==> config.mk <==
export PLATFORM = sky130hd
export DESIGN_NAME = postfix_stack_evaluator_top_flat
export DESIGN_NICKNAME = d
export VERILOG_FILES = /design/src/sv/pse_pkg.sv /design/src/sv/pse_in_if.sv /design/src/sv/pse_out_if.sv /design/src/sv/pse_alu.sv /design/src/sv/postfix_stack_evaluator_top.sv /design/src/flat_wrapper.sv
export SDC_FILE = /design/constraint.sdc
export NUM_CORES = 2
export LEC_CHECK = 0
export ABC_AREA = 1
export BUFFER_PORTS_ARGS = -buffer_cell sky130_fd_sc_hd__buf_2
export CAP_MARGIN = 20
export CORE_ASPECT_RATIO = 2
export CORE_MARGIN = 5
export CORE_UTILIZATION = 30
export CTS_BUF_LIST = sky130_fd_sc_hd__clkbuf_8
export CTS_CLUSTER_SIZE = 28
export DETAILED_ROUTE_END_ITERATION = 7
export GPL_ROUTABILITY_DRIVEN = 0
export PLACE_DENSITY = 0.43
export SLEW_MARGIN = 20
export SYNTH_ARGS = -nofsm -noshare
export SYNTH_HDL_FRONTEND = slang
export SYNTH_SLANG_ARGS = --single-unit
==> constraint.sdc <==
create_clock -name clk -period 10.51 [get_ports clk]
set_input_delay 0.5255 -clock clk [delete_from_list [all_inputs] [get_ports clk]]
set_output_delay 0.5255 -clock clk [all_outputs]
set_load 0.005 [all_outputs]
==> src/sv/pse_pkg.sv <==
// shared types, codes and constants of the postfix stack evaluator
package pse_pkg;

  localparam int unsigned DATA_W          = 32;
  localparam int unsigned ACT_W           = 3;
  localparam int unsigned STAT_W          = 3;
  localparam int unsigned LIMIT_W         = 7;
  localparam int unsigned STACK_DEPTH_DEF = 64;

  localparam logic [LIMIT_W-1:0] LIMIT_RESET = 7'd50;

  typedef logic [ACT_W-1:0]  action_t;
  typedef logic [STAT_W-1:0] status_t;
  typedef logic [DATA_W-1:0] word_t;

  localparam action_t ACT_PUSH = 3'd0;
  localparam action_t ACT_ADD  = 3'd1;
  localparam action_t ACT_SUB  = 3'd2;
  localparam action_t ACT_MUL  = 3'd3;
  localparam action_t ACT_DIV  = 3'd4;

  localparam status_t ST_OK        = 3'd0;
  localparam status_t ST_UNDERFLOW = 3'd1;
  localparam status_t ST_DIVZERO   = 3'd2;
  localparam status_t ST_IGNORED   = 3'd3;
  localparam status_t ST_FINAL_OK  = 3'd4;
  localparam status_t ST_FINAL_BAD = 3'd5;

  typedef struct packed {
    logic    start;
    action_t op;
  } alu_req_t;

  typedef struct packed {
    logic  done;
    word_t result;
  } alu_rsp_t;

endpackage

==> src/sv/pse_in_if.sv <==
// token channel interface
interface pse_in_if;
  logic                        valid;
  logic                        ready;
  logic [pse_pkg::ACT_W-1:0]   action;
  logic signed [pse_pkg::DATA_W-1:0] operand;
  logic                        last;

  modport source (output valid, action, operand, last, input ready);
  modport sink (input valid, action, operand, last, output ready);
endinterface

==> src/sv/pse_out_if.sv <==
// result channel interface
interface pse_out_if;
  logic                        valid;
  logic                        ready;
  logic [pse_pkg::STAT_W-1:0]  status;
  logic signed [pse_pkg::DATA_W-1:0] value;
  logic                        push_refused;
  logic                        done_res;

  modport source (output valid, status, value, push_refused, done_res, input ready);
  modport sink (input valid, status, value, push_refused, done_res, output ready);
endinterface

==> src/sv/pse_alu.sv <==
// iterative arithmetic unit: one shared adder for add, sub, shift-add multiply, restoring divide
module pse_alu (
  input  logic              clk,
  input  logic              rst,
  input  pse_pkg::alu_req_t req,
  input  pse_pkg::word_t    a,
  input  pse_pkg::word_t    b,
  output pse_pkg::alu_rsp_t rsp
);
  import pse_pkg::*;

  localparam int unsigned STEP_W = $clog2(DATA_W);
  localparam logic [STEP_W-1:0] STEP_LAST = STEP_W'(DATA_W - 1);

  typedef enum logic [1:0] {A_IDLE, A_RUN, A_FIX} alu_state_t;

  alu_state_t        state;
  action_t           op;
  word_t             acc;
  word_t             mcand;
  word_t             mplier;
  logic              neg;
  logic [STEP_W-1:0] step;

  logic [DATA_W:0]   add_x;
  logic [DATA_W:0]   add_y;
  logic              add_cin;
  logic [DATA_W+1:0] sum;
  word_t             quo_next;

  always_comb begin
    add_x   = '0;
    add_y   = '0;
    add_cin = 1'b0;
    case (state)
      A_IDLE: begin
        add_x   = {1'b0, a};
        add_y   = (req.op == ACT_SUB) ? {1'b0, ~b} : {1'b0, b};
        add_cin = (req.op == ACT_SUB);
      end
      A_RUN: begin
        if (op == ACT_MUL) begin
          add_x = {1'b0, acc};
          add_y = mplier[0] ? {1'b0, mcand} : '0;
        end else begin
          add_x   = {acc, mplier[DATA_W-1]};
          add_y   = ~{1'b0, mcand};
          add_cin = 1'b1;
        end
      end
      A_FIX: begin
        add_y   = {1'b0, ~mplier};
        add_cin = 1'b1;
      end
      default: ;
    endcase
    sum      = {1'b0, add_x} + {1'b0, add_y} + (DATA_W+2)'(add_cin);
    quo_next = {mplier[DATA_W-2:0], sum[DATA_W+1]};
  end

  always_ff @(posedge clk) begin
    if (rst) begin
      state    <= A_IDLE;
      rsp.done <= 1'b0;
    end else begin
      rsp.done <= 1'b0;
      case (state)
        A_IDLE: begin
          if (req.start) begin
            op   <= req.op;
            step <= '0;
            acc  <= '0;
            case (req.op)
              ACT_ADD, ACT_SUB: begin
                rsp.result <= sum[DATA_W-1:0];
                rsp.done   <= 1'b1;
              end
              ACT_MUL: begin
                mcand  <= a;
                mplier <= b;
                state  <= A_RUN;
              end
              default: begin
                mcand  <= b[DATA_W-1] ? (~b + 1'b1) : b;
                mplier <= a[DATA_W-1] ? (~a + 1'b1) : a;
                neg    <= a[DATA_W-1] ^ b[DATA_W-1];
                state  <= A_RUN;
              end
            endcase
          end
        end
        A_RUN: begin
          step <= step + 1'b1;
          if (op == ACT_MUL) begin
            acc    <= sum[DATA_W-1:0];
            mcand  <= {mcand[DATA_W-2:0], 1'b0};
            mplier <= {1'b0, mplier[DATA_W-1:1]};
            if (step == STEP_LAST) begin
              rsp.result <= sum[DATA_W-1:0];
              rsp.done   <= 1'b1;
              state      <= A_IDLE;
            end
          end else begin
            acc    <= sum[DATA_W+1] ? sum[DATA_W-1:0] : {acc[DATA_W-2:0], mplier[DATA_W-1]};
            mplier <= quo_next;
            if (step == STEP_LAST) begin
              if (neg) begin
                state <= A_FIX;
              end else begin
                rsp.result <= quo_next;
                rsp.done   <= 1'b1;
                state      <= A_IDLE;
              end
            end
          end
        end
        A_FIX: begin
          rsp.result <= sum[DATA_W-1:0];
          rsp.done   <= 1'b1;
          state      <= A_IDLE;
        end
        default: state <= A_IDLE;
      endcase
    end
  end

endmodule

==> src/sv/postfix_stack_evaluator_top.sv <==
// postfix stack evaluator top level: token sequencer, operand stack memory, result register
//
//  channel  | dir | handshake     | payload
//  in_ch    | in  | valid/ready   | action, operand, last
//  out_ch   | out | valid/ready   | status, value, push_refused, done_res
//  cfg      | in  | cfg_we        | cfg_wdata (stack_limit)
//
// push, ignored and underflow tokens go straight to finish and emit; an operator first reads
// both operands, then runs the shared unit unless the divisor is zero; multiply and divide run
//   the 32 bit-steps of the unit, a negated quotient adds a fix step; a last token on a non-empty stack reads the top
// stack reads go through one registered memory port, two reads per operator
// rst is synchronous: clears the stack count, abort flag and output valid, limit back to 50
// a new token is taken once the previous result sits in the output register

module postfix_stack_evaluator_top #(
  parameter int unsigned STACK_DEPTH = pse_pkg::STACK_DEPTH_DEF
) (
  input  logic                         clk,
  input  logic                         rst,
  input  logic                         cfg_we,
  input  logic [pse_pkg::LIMIT_W-1:0]  cfg_wdata,
  pse_in_if.sink                       in_ch,
  pse_out_if.source                    out_ch
);
  import pse_pkg::*;

  localparam int unsigned CNT_W = $clog2(STACK_DEPTH + 1);
  localparam int unsigned AW    = $clog2(STACK_DEPTH);
  localparam int unsigned CMP_W = (CNT_W > LIMIT_W) ? CNT_W : LIMIT_W;

  typedef enum logic [2:0] {
    S_IDLE, S_RD1, S_RD2, S_EXEC, S_WAIT, S_FIN, S_TOP, S_EMIT
  } seq_state_t;

  seq_state_t          state;
  logic [CNT_W-1:0]    count;
  logic                aborted;
  logic [LIMIT_W-1:0]  stack_limit;
  action_t             tok_action;
  logic                tok_last;
  word_t               y_reg;
  status_t             status_r;
  word_t               value_r;
  logic                refused_r;

  word_t               mem [STACK_DEPTH];
  word_t               rd_data;
  logic                rd_en;
  logic [AW-1:0]       rd_addr;
  logic                wr_en;
  logic [AW-1:0]       wr_addr;
  word_t               wr_data;

  logic                in_xfer;
  logic                is_push;
  logic                full;
  logic [LIMIT_W-1:0]  lim1;
  logic                div_zero;
  logic                out_free;
  logic [CNT_W-1:0]    cnt_m1;
  logic [CNT_W-1:0]    cnt_m2;

  alu_req_t            alu_req;
  alu_rsp_t            alu_rsp;

  assign in_ch.ready = (state == S_IDLE);
  assign in_xfer     = in_ch.valid && in_ch.ready;
  assign is_push     = !(in_ch.action inside {ACT_ADD, ACT_SUB, ACT_MUL, ACT_DIV});
  assign lim1        = (stack_limit == '0) ? LIMIT_W'(1) : stack_limit;
  assign full        = (CMP_W'(count) >= CMP_W'(lim1)) || (count >= CNT_W'(STACK_DEPTH));
  assign div_zero    = (tok_action == ACT_DIV) && (y_reg == '0);
  assign out_free    = !out_ch.valid || out_ch.ready;
  assign cnt_m1      = count - CNT_W'(1);
  assign cnt_m2      = count - CNT_W'(2);

  assign alu_req.start = (state == S_EXEC) && !div_zero;
  assign alu_req.op    = tok_action;

  pse_alu u_alu (
    .clk    (clk),
    .rst    (rst),
    .req    (alu_req),
    .a      (rd_data),
    .b      (y_reg),
    .rsp    (alu_rsp)
  );

  // stack memory port control
  always_comb begin
    rd_en   = 1'b0;
    rd_addr = cnt_m1[AW-1:0];
    wr_en   = 1'b0;
    wr_addr = count[AW-1:0];
    wr_data = in_ch.operand;
    case (state)
      S_IDLE: begin
        wr_en = in_xfer && !aborted && is_push && !full;
      end
      S_RD1: rd_en = 1'b1;
      S_RD2: begin
        rd_en   = 1'b1;
        rd_addr = cnt_m2[AW-1:0];
      end
      S_WAIT: begin
        wr_en   = alu_rsp.done;
        wr_addr = cnt_m2[AW-1:0];
        wr_data = alu_rsp.result;
      end
      S_FIN: rd_en = tok_last && !aborted && (count != '0);
      default: ;
    endcase
  end

  always_ff @(posedge clk) begin
    if (wr_en) begin
      mem[wr_addr] <= wr_data;
    end
    if (rd_en) begin
      rd_data <= mem[rd_addr];
    end
  end

  always_ff @(posedge clk) begin
    if (rst) begin
      stack_limit <= LIMIT_RESET;
    end else if (cfg_we) begin
      stack_limit <= cfg_wdata;
    end
  end

  always_ff @(posedge clk) begin
    if (rst) begin
      state        <= S_IDLE;
      count        <= '0;
      aborted      <= 1'b0;
      out_ch.valid <= 1'b0;
    end else begin
      if (out_ch.valid && out_ch.ready && (state != S_EMIT)) begin
        out_ch.valid <= 1'b0;
      end
      case (state)
        S_IDLE: begin
          if (in_xfer) begin
            tok_action <= in_ch.action;
            tok_last   <= in_ch.last;
            status_r   <= ST_OK;
            value_r    <= '0;
            refused_r  <= 1'b0;
            state      <= S_FIN;
            if (aborted) begin
              status_r <= ST_IGNORED;
            end else if (is_push) begin
              if (full) begin
                refused_r <= 1'b1;
              end else begin
                count <= count + CNT_W'(1);
              end
            end else if (count < CNT_W'(2)) begin
              count    <= '0;
              aborted  <= 1'b1;
              status_r <= ST_UNDERFLOW;
            end else begin
              state <= S_RD1;
            end
          end
        end
        S_RD1: state <= S_RD2;
        S_RD2: begin
          y_reg <= rd_data;
          state <= S_EXEC;
        end
        S_EXEC: begin
          if (div_zero) begin
            count    <= cnt_m2;
            aborted  <= 1'b1;
            status_r <= ST_DIVZERO;
            state    <= S_FIN;
          end else begin
            state <= S_WAIT;
          end
        end
        S_WAIT: begin
          if (alu_rsp.done) begin
            count <= cnt_m1;
            state <= S_FIN;
          end
        end
        S_FIN: begin
          if (tok_last && !aborted) begin
            if (count == '0) begin
              value_r  <= '1;
              status_r <= ST_FINAL_OK;
              state    <= S_EMIT;
            end else begin
              state <= S_TOP;
            end
          end else begin
            state <= S_EMIT;
          end
        end
        S_TOP: begin
          value_r  <= rd_data;
          status_r <= (count > CNT_W'(1)) ? ST_FINAL_BAD : ST_FINAL_OK;
          state    <= S_EMIT;
        end
        S_EMIT: begin
          if (out_free) begin
            out_ch.valid        <= 1'b1;
            out_ch.status       <= status_r;
            out_ch.value        <= value_r;
            out_ch.push_refused <= refused_r;
            out_ch.done_res     <= tok_last;
            if (tok_last) begin
              count   <= '0;
              aborted <= 1'b0;
            end
            state <= S_IDLE;
          end
        end
        default: state <= S_IDLE;
      endcase
    end
  end

endmodule
==> src/flat_wrapper.sv <==
// flat-port wrapper written by rule: the top's interface ports become plain ports
module postfix_stack_evaluator_top_flat import pse_pkg::*;
#(
  parameter int unsigned STACK_DEPTH = pse_pkg::STACK_DEPTH_DEF
)
  (clk, rst, cfg_we, cfg_wdata, in_ch_valid, in_ch_action, in_ch_operand, in_ch_last, in_ch_ready, out_ch_valid, out_ch_status, out_ch_value, out_ch_push_refused, out_ch_done_res, out_ch_ready);
  pse_in_if in_ch_i ();
  pse_out_if out_ch_i ();
  input  logic clk;
  input  logic rst;
  input  logic cfg_we;
  input  logic [pse_pkg::LIMIT_W-1:0] cfg_wdata;
  input wire logic [$bits(in_ch_i.valid)-1:0] in_ch_valid;
  input wire logic [$bits(in_ch_i.action)-1:0] in_ch_action;
  input wire logic [$bits(in_ch_i.operand)-1:0] in_ch_operand;
  input wire logic [$bits(in_ch_i.last)-1:0] in_ch_last;
  output wire logic [$bits(in_ch_i.ready)-1:0] in_ch_ready;
  output wire logic [$bits(out_ch_i.valid)-1:0] out_ch_valid;
  output wire logic [$bits(out_ch_i.status)-1:0] out_ch_status;
  output wire logic [$bits(out_ch_i.value)-1:0] out_ch_value;
  output wire logic [$bits(out_ch_i.push_refused)-1:0] out_ch_push_refused;
  output wire logic [$bits(out_ch_i.done_res)-1:0] out_ch_done_res;
  input wire logic [$bits(out_ch_i.ready)-1:0] out_ch_ready;
  assign in_ch_i.valid = in_ch_valid;
  assign in_ch_i.action = in_ch_action;
  assign in_ch_i.operand = in_ch_operand;
  assign in_ch_i.last = in_ch_last;
  assign in_ch_ready = in_ch_i.ready;
  assign out_ch_valid = out_ch_i.valid;
  assign out_ch_status = out_ch_i.status;
  assign out_ch_value = out_ch_i.value;
  assign out_ch_push_refused = out_ch_i.push_refused;
  assign out_ch_done_res = out_ch_i.done_res;
  assign out_ch_i.ready = out_ch_ready;
  postfix_stack_evaluator_top #(.STACK_DEPTH(STACK_DEPTH)) u_core (.clk(clk), .rst(rst), .cfg_we(cfg_we), .cfg_wdata(cfg_wdata), .in_ch(in_ch_i), .out_ch(out_ch_i));
endmodule
# Word-level counts from Yosys, hierarchy flattened
# Memories as Yosys holds them, arrays and structs flattened. A register that Yosys moved wholly into a read port is not among the register bits.
# Cells that the tools add are included.
[word_totals] ff_bits=268 latch_bits=0 ram_bits=2048 rom_bits=0 in_bits=48 output_inout_bits=39 elab_cells=220 mem_count=1
[op_classes] addsub=8 multipliers=0 n_div=0 n_lt_le_gt_ge=4 eq_ne=36 n_shift=0 muxes=91 bitwise_logic=7 reduce_logical=49
[memory_table] memory="u_core.mem" depth=64 width=32 rd=1 rd_ports_with_merged_regs=1 wr=1 line="postfix_stack_evaluator_top.sv:46" text="word_t mem [STACK_DEPTH];"
[ops] op="32-bit 2-to-1 mux" n=15
[ops] op="32-bit one-hot mux with 2 select lines" n=5
[ops] op="33-bit 2-to-1 mux" n=8
[ops] op="33-bit one-hot mux with 3 select lines" n=2
[ops] op="32-bit inverter" n=3
[ops] op="32-bit one-hot mux with 3 select lines" n=1
[ops] op="7-bit 2-to-1 mux" n=10
[ops] op="33-bit one-hot mux with 2 select lines" n=1
[ops] op="32-bit by 1-bit adder with 32-bit output (second input constant)" n=2
[ops] op="3-bit 2-to-1 mux" n=12
[ops] op="33-bit by 33-bit adder with 34-bit output" n=1
[ops] op="34-bit by 1-bit adder with 34-bit output" n=1
[ops] op="32-bit inverter with 33-bit output" n=1
[ops] op="32-bit logical NOT" n=1
[ops] op="7-bit one-hot mux with 4 select lines" n=1
[ops] op="3-bit one-hot mux with 8 select lines" n=1
[ops] op="3-bit by 2-bit == test with 1-bit output (second input constant)" n=7
[ops] op="1-bit 2-to-1 mux" n=19
[ops] op="3-bit == test (second input constant)" n=6
[ops] op="3-bit AND reduction" n=6
[ops] op="5-bit AND reduction" n=3
[ops] op="7-bit logical NOT" n=2
[ops] op="2-bit by 1-bit inequality test with 1-bit output (second input constant)" n=7
[ops] op="2-bit 2-to-1 mux" n=6
[ops] op="other kinds (38)" n=74

# Longest topological paths before layout
[depth] depth_word=9 depth_mapped=25 depth_no_buf=24

# Modules after synthesis
# A second synthesis with hierarchy kept.
[unflattened] cells_unflattened=10737 area_unflattened_um2=109722.7
[modules_own_cells] mod="postfix_stack_evaluator_top" n_inst=1 cells_each=8614 area_per_inst_um2=96269.8 seq_area_each_um2=66113.4
[modules_own_cells] mod="pse_alu" n_inst=1 cells_each=2123 area_per_inst_um2=13452.9 seq_area_each_um2=4174.0

# Least setup slack after synthesis
# Ideal clock, no wire load.
[synth_timing] path_type="reg-to-reg" startpoint="reg u_core.y_reg[0]" endpoint="reg u_core.u_alu.mcand[0] (enable)" setup_ns=0.501 arrival_ns=4.326 t_required_ns=10.009 path_slack_ns=5.682 stages_incl_launch_ff=12 path_buffers=0 synth_period_minus_slack_ns=4.828 path_cell_list="edfxtp_1 -> inv_1 -> ha_1 -> nand3_1 -> nor2_1 -> nand2_1 -> nor2_1 -> nand2_1 -> nand2_1 -> nand2_1 -> nand2_1 -> nor4_1"
[synth_via] elab_chain_cells=6
[synth_lines] element="start, declared" line="postfix_stack_evaluator_top.sv:41" text="word_t y_reg;"
[synth_lines] element="start signal, assigned" line="postfix_stack_evaluator_top.sv:169" text="y_reg <= rd_data;"
[synth_lines] element="32-bit logical NOT" line="postfix_stack_evaluator_top.sv:71" text="assign div_zero = (tok_action == ACT_DIV) && (y_reg == '0);"
[synth_lines] element="1-bit logical AND" line="postfix_stack_evaluator_top.sv:71"
[synth_lines] element="1-bit logical NOT" line="postfix_stack_evaluator_top.sv:76" text="assign alu_req.start = (state == S_EXEC) && !div_zero;"
[synth_lines] element="1-bit logical AND" line="postfix_stack_evaluator_top.sv:76"
[synth_lines] element="2-bit by 1-bit inequality test with 1-bit output (no line)"
[synth_lines] element="5-bit AND reduction (no line)"
[synth_lines] element="end signal, assigned" line="pse_alu.sv:84" text="mcand <= b[DATA_W-1] ? (~b + 1'b1) : b;"
[synth_lines] element="end signal, assigned" line="pse_alu.sv:96" text="mcand <= {mcand[DATA_W-2:0], 1'b0};"
[synth_lines] element="end, declared" line="pse_alu.sv:20" text="word_t mcand;"
# No other way between the ends.
# A chain may end at the register's enable or synchronous reset.

# Final worst setup path
[layout_timing] startpoint="reg u_core.count[0]" endpoint="reg u_core.rd_data[5], read port of u_core.mem (data pin)"
[layout_via] elab_chain_cells=3 elab_cells_between_ends=6 cone_classes="2 x add/sub; 2 x mux; 2 x reduce/logical"
[layout_lines] element="start, declared" line="postfix_stack_evaluator_top.sv:36" text="logic [CNT_W-1:0] count;"
[layout_lines] element="start signal, assigned" line="postfix_stack_evaluator_top.sv:156" text="count <= count + CNT_W'(1);"
[layout_lines] element="start signal, assigned" line="postfix_stack_evaluator_top.sv:174" text="count <= cnt_m2;"
[layout_lines] element="start signal, assigned" line="postfix_stack_evaluator_top.sv:184" text="count <= cnt_m1;"
[layout_lines] element="parallel branches: the longest is 3 deep, another holds 7-bit by 1-bit subtractor with 7-bit output"
[layout_lines] element="end, declared" line="postfix_stack_evaluator_top.sv:47" text="word_t rd_data;"
# Several ways; the timed one is not identified.

==> impl_metrics.py <==
metrics = {
    "setup_path": {
        "cpPeakStageDelay_ns": 0.77,
        "cp.buffers_inverters": 5,
        "reg2reg_slack_ns": 4.49,
        "crit_slowest_cell": "dfxtp_1",
        "crit_required_ns": 11.25,
        "worst-path-stages": 14,
        "worstPathMaxFanout": 88,
        "end_kind": "register",
        "path_cells": "inv_2 -> nand4_1 -> buf_4 -> nand2_8 -> inv_8 -> buf_12 -> buf_4 -> nand2_1 -> nand3_1 -> nand3_1 -> nand3_1 -> nand3_1 -> nand3_1 -> nand2_1",
        "cpLargestDelayFamily": "buffers and inverters",
        "reg2regPathDepth": 14,
        "crit_type": "register to register",
        "arrival_ns": 6.75,
        "cp_common_cell": "nand3_1",
        "start_kind": "register",
    },
    "grt": {
        "grt_max_degree": 164,
        "antenna_found_initial": 25,
        "grt-ovfl-total": 0,
        "grt_pass1_vias": 79300,
        "grt_pass1_wl_um": 588000,
        "grt_usage_pct": 21.5,
    },
    "sta": {
        "worst_slack_ns": 4.49,
        "tightest_slew_ns": 1.15,
        "finalCritPeriodShare_pct": 57.2,
        "setup_tns_ns": 0,
        "timing.fmax_ghz": 0.166,
        "rsz0062_at_grt": "false",
        "skew_ns": 0.0856,
        "hold_viol": 0,
        "final.min_clock_period_ns": 6.02,
        "setup_viol": 0,
        "slew_headroom_pct": 23.4,
        "drv_slew": 0,
    },
    "logic_synthesis": {
        "synth_edf_count": 2326,
        "ys_async_sr_fraction_pct": 0,
        "synth.distinct_cells": 50,
        "ys_top_cells_by_area": "edfxtp_1 (64%), nand3_1 (9.8%), nand2_1 (6.7%)",
        "ys.warnings.count": 0,
        "synth_commonest_cells": "edfxtp_1 (2326), nand3_1 (2131), nand2_1 (1951)",
        "syn_area_sq_mm": 0.109,
        "yosysTopAreaCell": "edfxtp_1",
        "synthCells": 10500,
        "yosysMostFrequentCell": "edfxtp_1",
        "synth_nets": 10600,
        "syn_area_per_cell_sq_um": 10.4,
        "ys_dominant_reg_cell": "edfxtp_1",
        "synth_seq_cells": 2348,
        "synth_top_area_share_pct": 64.3,
        "seq_area_frac_synth_pct": 64.7,
    },
    "layout": {
        "top_regs": "u_core.mem: 2048 flops, u_core.u_alu.rsp: 33 flops",
        "nFillCells": 36400,
        "drive_gt1_share_pct": 8.05,
        "final_nets": 10600,
        "largest_register_ffs": 2048,
        "largest-register": "u_core.mem",
        "area_growth_pct": 11.8,
        "area.sequential_sq_mm": 0.0703,
        "multi_input_area_sq_mm": 0.0308,
    },
    "clock_network": {
        "cts_buffers": 355,
        "clk_latency_ns": 1.07,
        "clock_sinks": 2348,
        "clockBufferDepth": 4,
        "htreeDepth": 5,
        "clk_pin_slew_ns": 0.07,
        "cts_tree": "done",
        "root_buffer": "clkbuf_8",
    },
    "die": {
        "core-area_sq_mm": 0.361,
        "num_rows": 312,
        "chipWidth_um": 436,
        "die_h_um": 861,
        "io_pins": 87,
        "start_util_pct": 30.1,
        "die_area_sq_mm": 0.375,
    },
    "hold_path": {
        "hold_path.class": "input pin to register",
        "min_path_cells": 3,
    },
    "placement": {
        "dp_slack_ns": 4.40,
        "port_buffers": 86,
        "dpl.hpwl_um": 255000,
    },
    "run_status": {
        "status": "finished clean",
    },
    "power_and_ir_drop": {
        "vdd_drop_max_v": 0.000326,
        "cellLeakagePower_nw": 46.2,
        "power_density_mw_per_mm2": 304,
    },
    "drt": {
        "drc": 0,
        "firstDrtPassIters": 8,
        "drt-initial-drc-count": 6014,
        "vias": 78600,
        "via_per_inst": 5.08,
        "wl_um": 416000,
        "antenna_left": 0,
        "avgRoutedWirePerCell_um": 26.8,
    },
    "job": {
        "drv_cap": 0,
    },
}
-- worst min-delay path, delay by kind of cell --
kind                   cells  cell delay [ns]
buffers and inverters      1             0.08
AND/OR/NAND/NOR            2             0.40
-- repair_timing --
item                                   4_1_cts  5_1_grt
buffers inserted                             0        0
resized for setup                            0        0
hold buffers                                33        0
endpoints found under the hold margin       40        0
-- cells by family after synthesis --
group                      after synthesis  synth area share (%)
AOI/OAI and AO/OA                      650                  3.31
xor gates and xnor gates                44                 0.355
adders and majority gates               52                 0.612
buffers and inverters                 2109                  7.60
DFF                                   2348                  64.7
and+or+nand+nor                       5262                  23.4
-- report_power, final --
group | switching (mW) | leakage [nW] | internal [mW] | total [mW]
Sequential | 0.394 | 21.2 | 11.7 | 12.1
Clock | 3.81 | 3.58 | 3.45 | 7.25
Combinational | 13.7 | 21.4 | 3.84 | 17.6
Total | 17.9 | 46.2 | 19.0 | 37.0
-- worst paths after layout --
path / end / startpoint
min: u_core.mem[50][31] / in_ch_operand[31]
max: u_core.rd_data[5] / u_core.count[0]
min reg2reg: u_core.out_ch.value[27] / u_core.value_r[27]
max reg2reg: u_core.rd_data[5] / u_core.count[0]
-- placed cells by master (no fill, tap or decap), types with 86 or more instances in the layout --
cell      netlist  layout
inv_1        1441    1517
a21oi_1       200     200
nand3_1      2131    2129
clkinv_1        3      97
clkbuf_8        0     363
nand3b_1      776     776
edfxtp_1     2326    2326
o21ai_0       305     303
buf_4           4     191
nor2_1        328     274
buf_2         261      86
nand2_1      1951    1915
-- per-layer routing --
metal | vias to the layer above | global-route usage (%) | routed length (um)
met1 | 39600 | 22.8 | 149000
met5 | - | 0 | 0
met3 | 760 | 2.31 | 17100
met2 | 2346 | 40.6 | 220000
met4 | 0 | 13.0 | 29400
li1 | 35900 | - | -
-- stage by stage --
stage	power [mW]	util, %	cell area (sq um)	hold slack, ns	instances
after detailed placement	30.0	31.8	115000	0.405	14800
after global routing	38.7	33.6	121000	0.109	15500
final	37.0	33.6	121000	0.171	15500
after floorplan	21.5	-	109000	0.400	10500
after CTS	37.4	33.6	121000	0.0120	15500
after global placement	30.0	31.7	115000	0.402	14800
-- cell type report --
type                            instances  area share [%]
Sequential cell                      2348            57.9
Multi-Input combinational cell       6008            25.3
Tap cell                             4710            4.85
Inverter                             1448            4.49
Clock buffer                          363            4.11
Timing Repair Buffer                  334            2.21
Clock inverter                        250            1.08
Antenna cell                           20          0.0412
(Power assumes the default switching activity.)
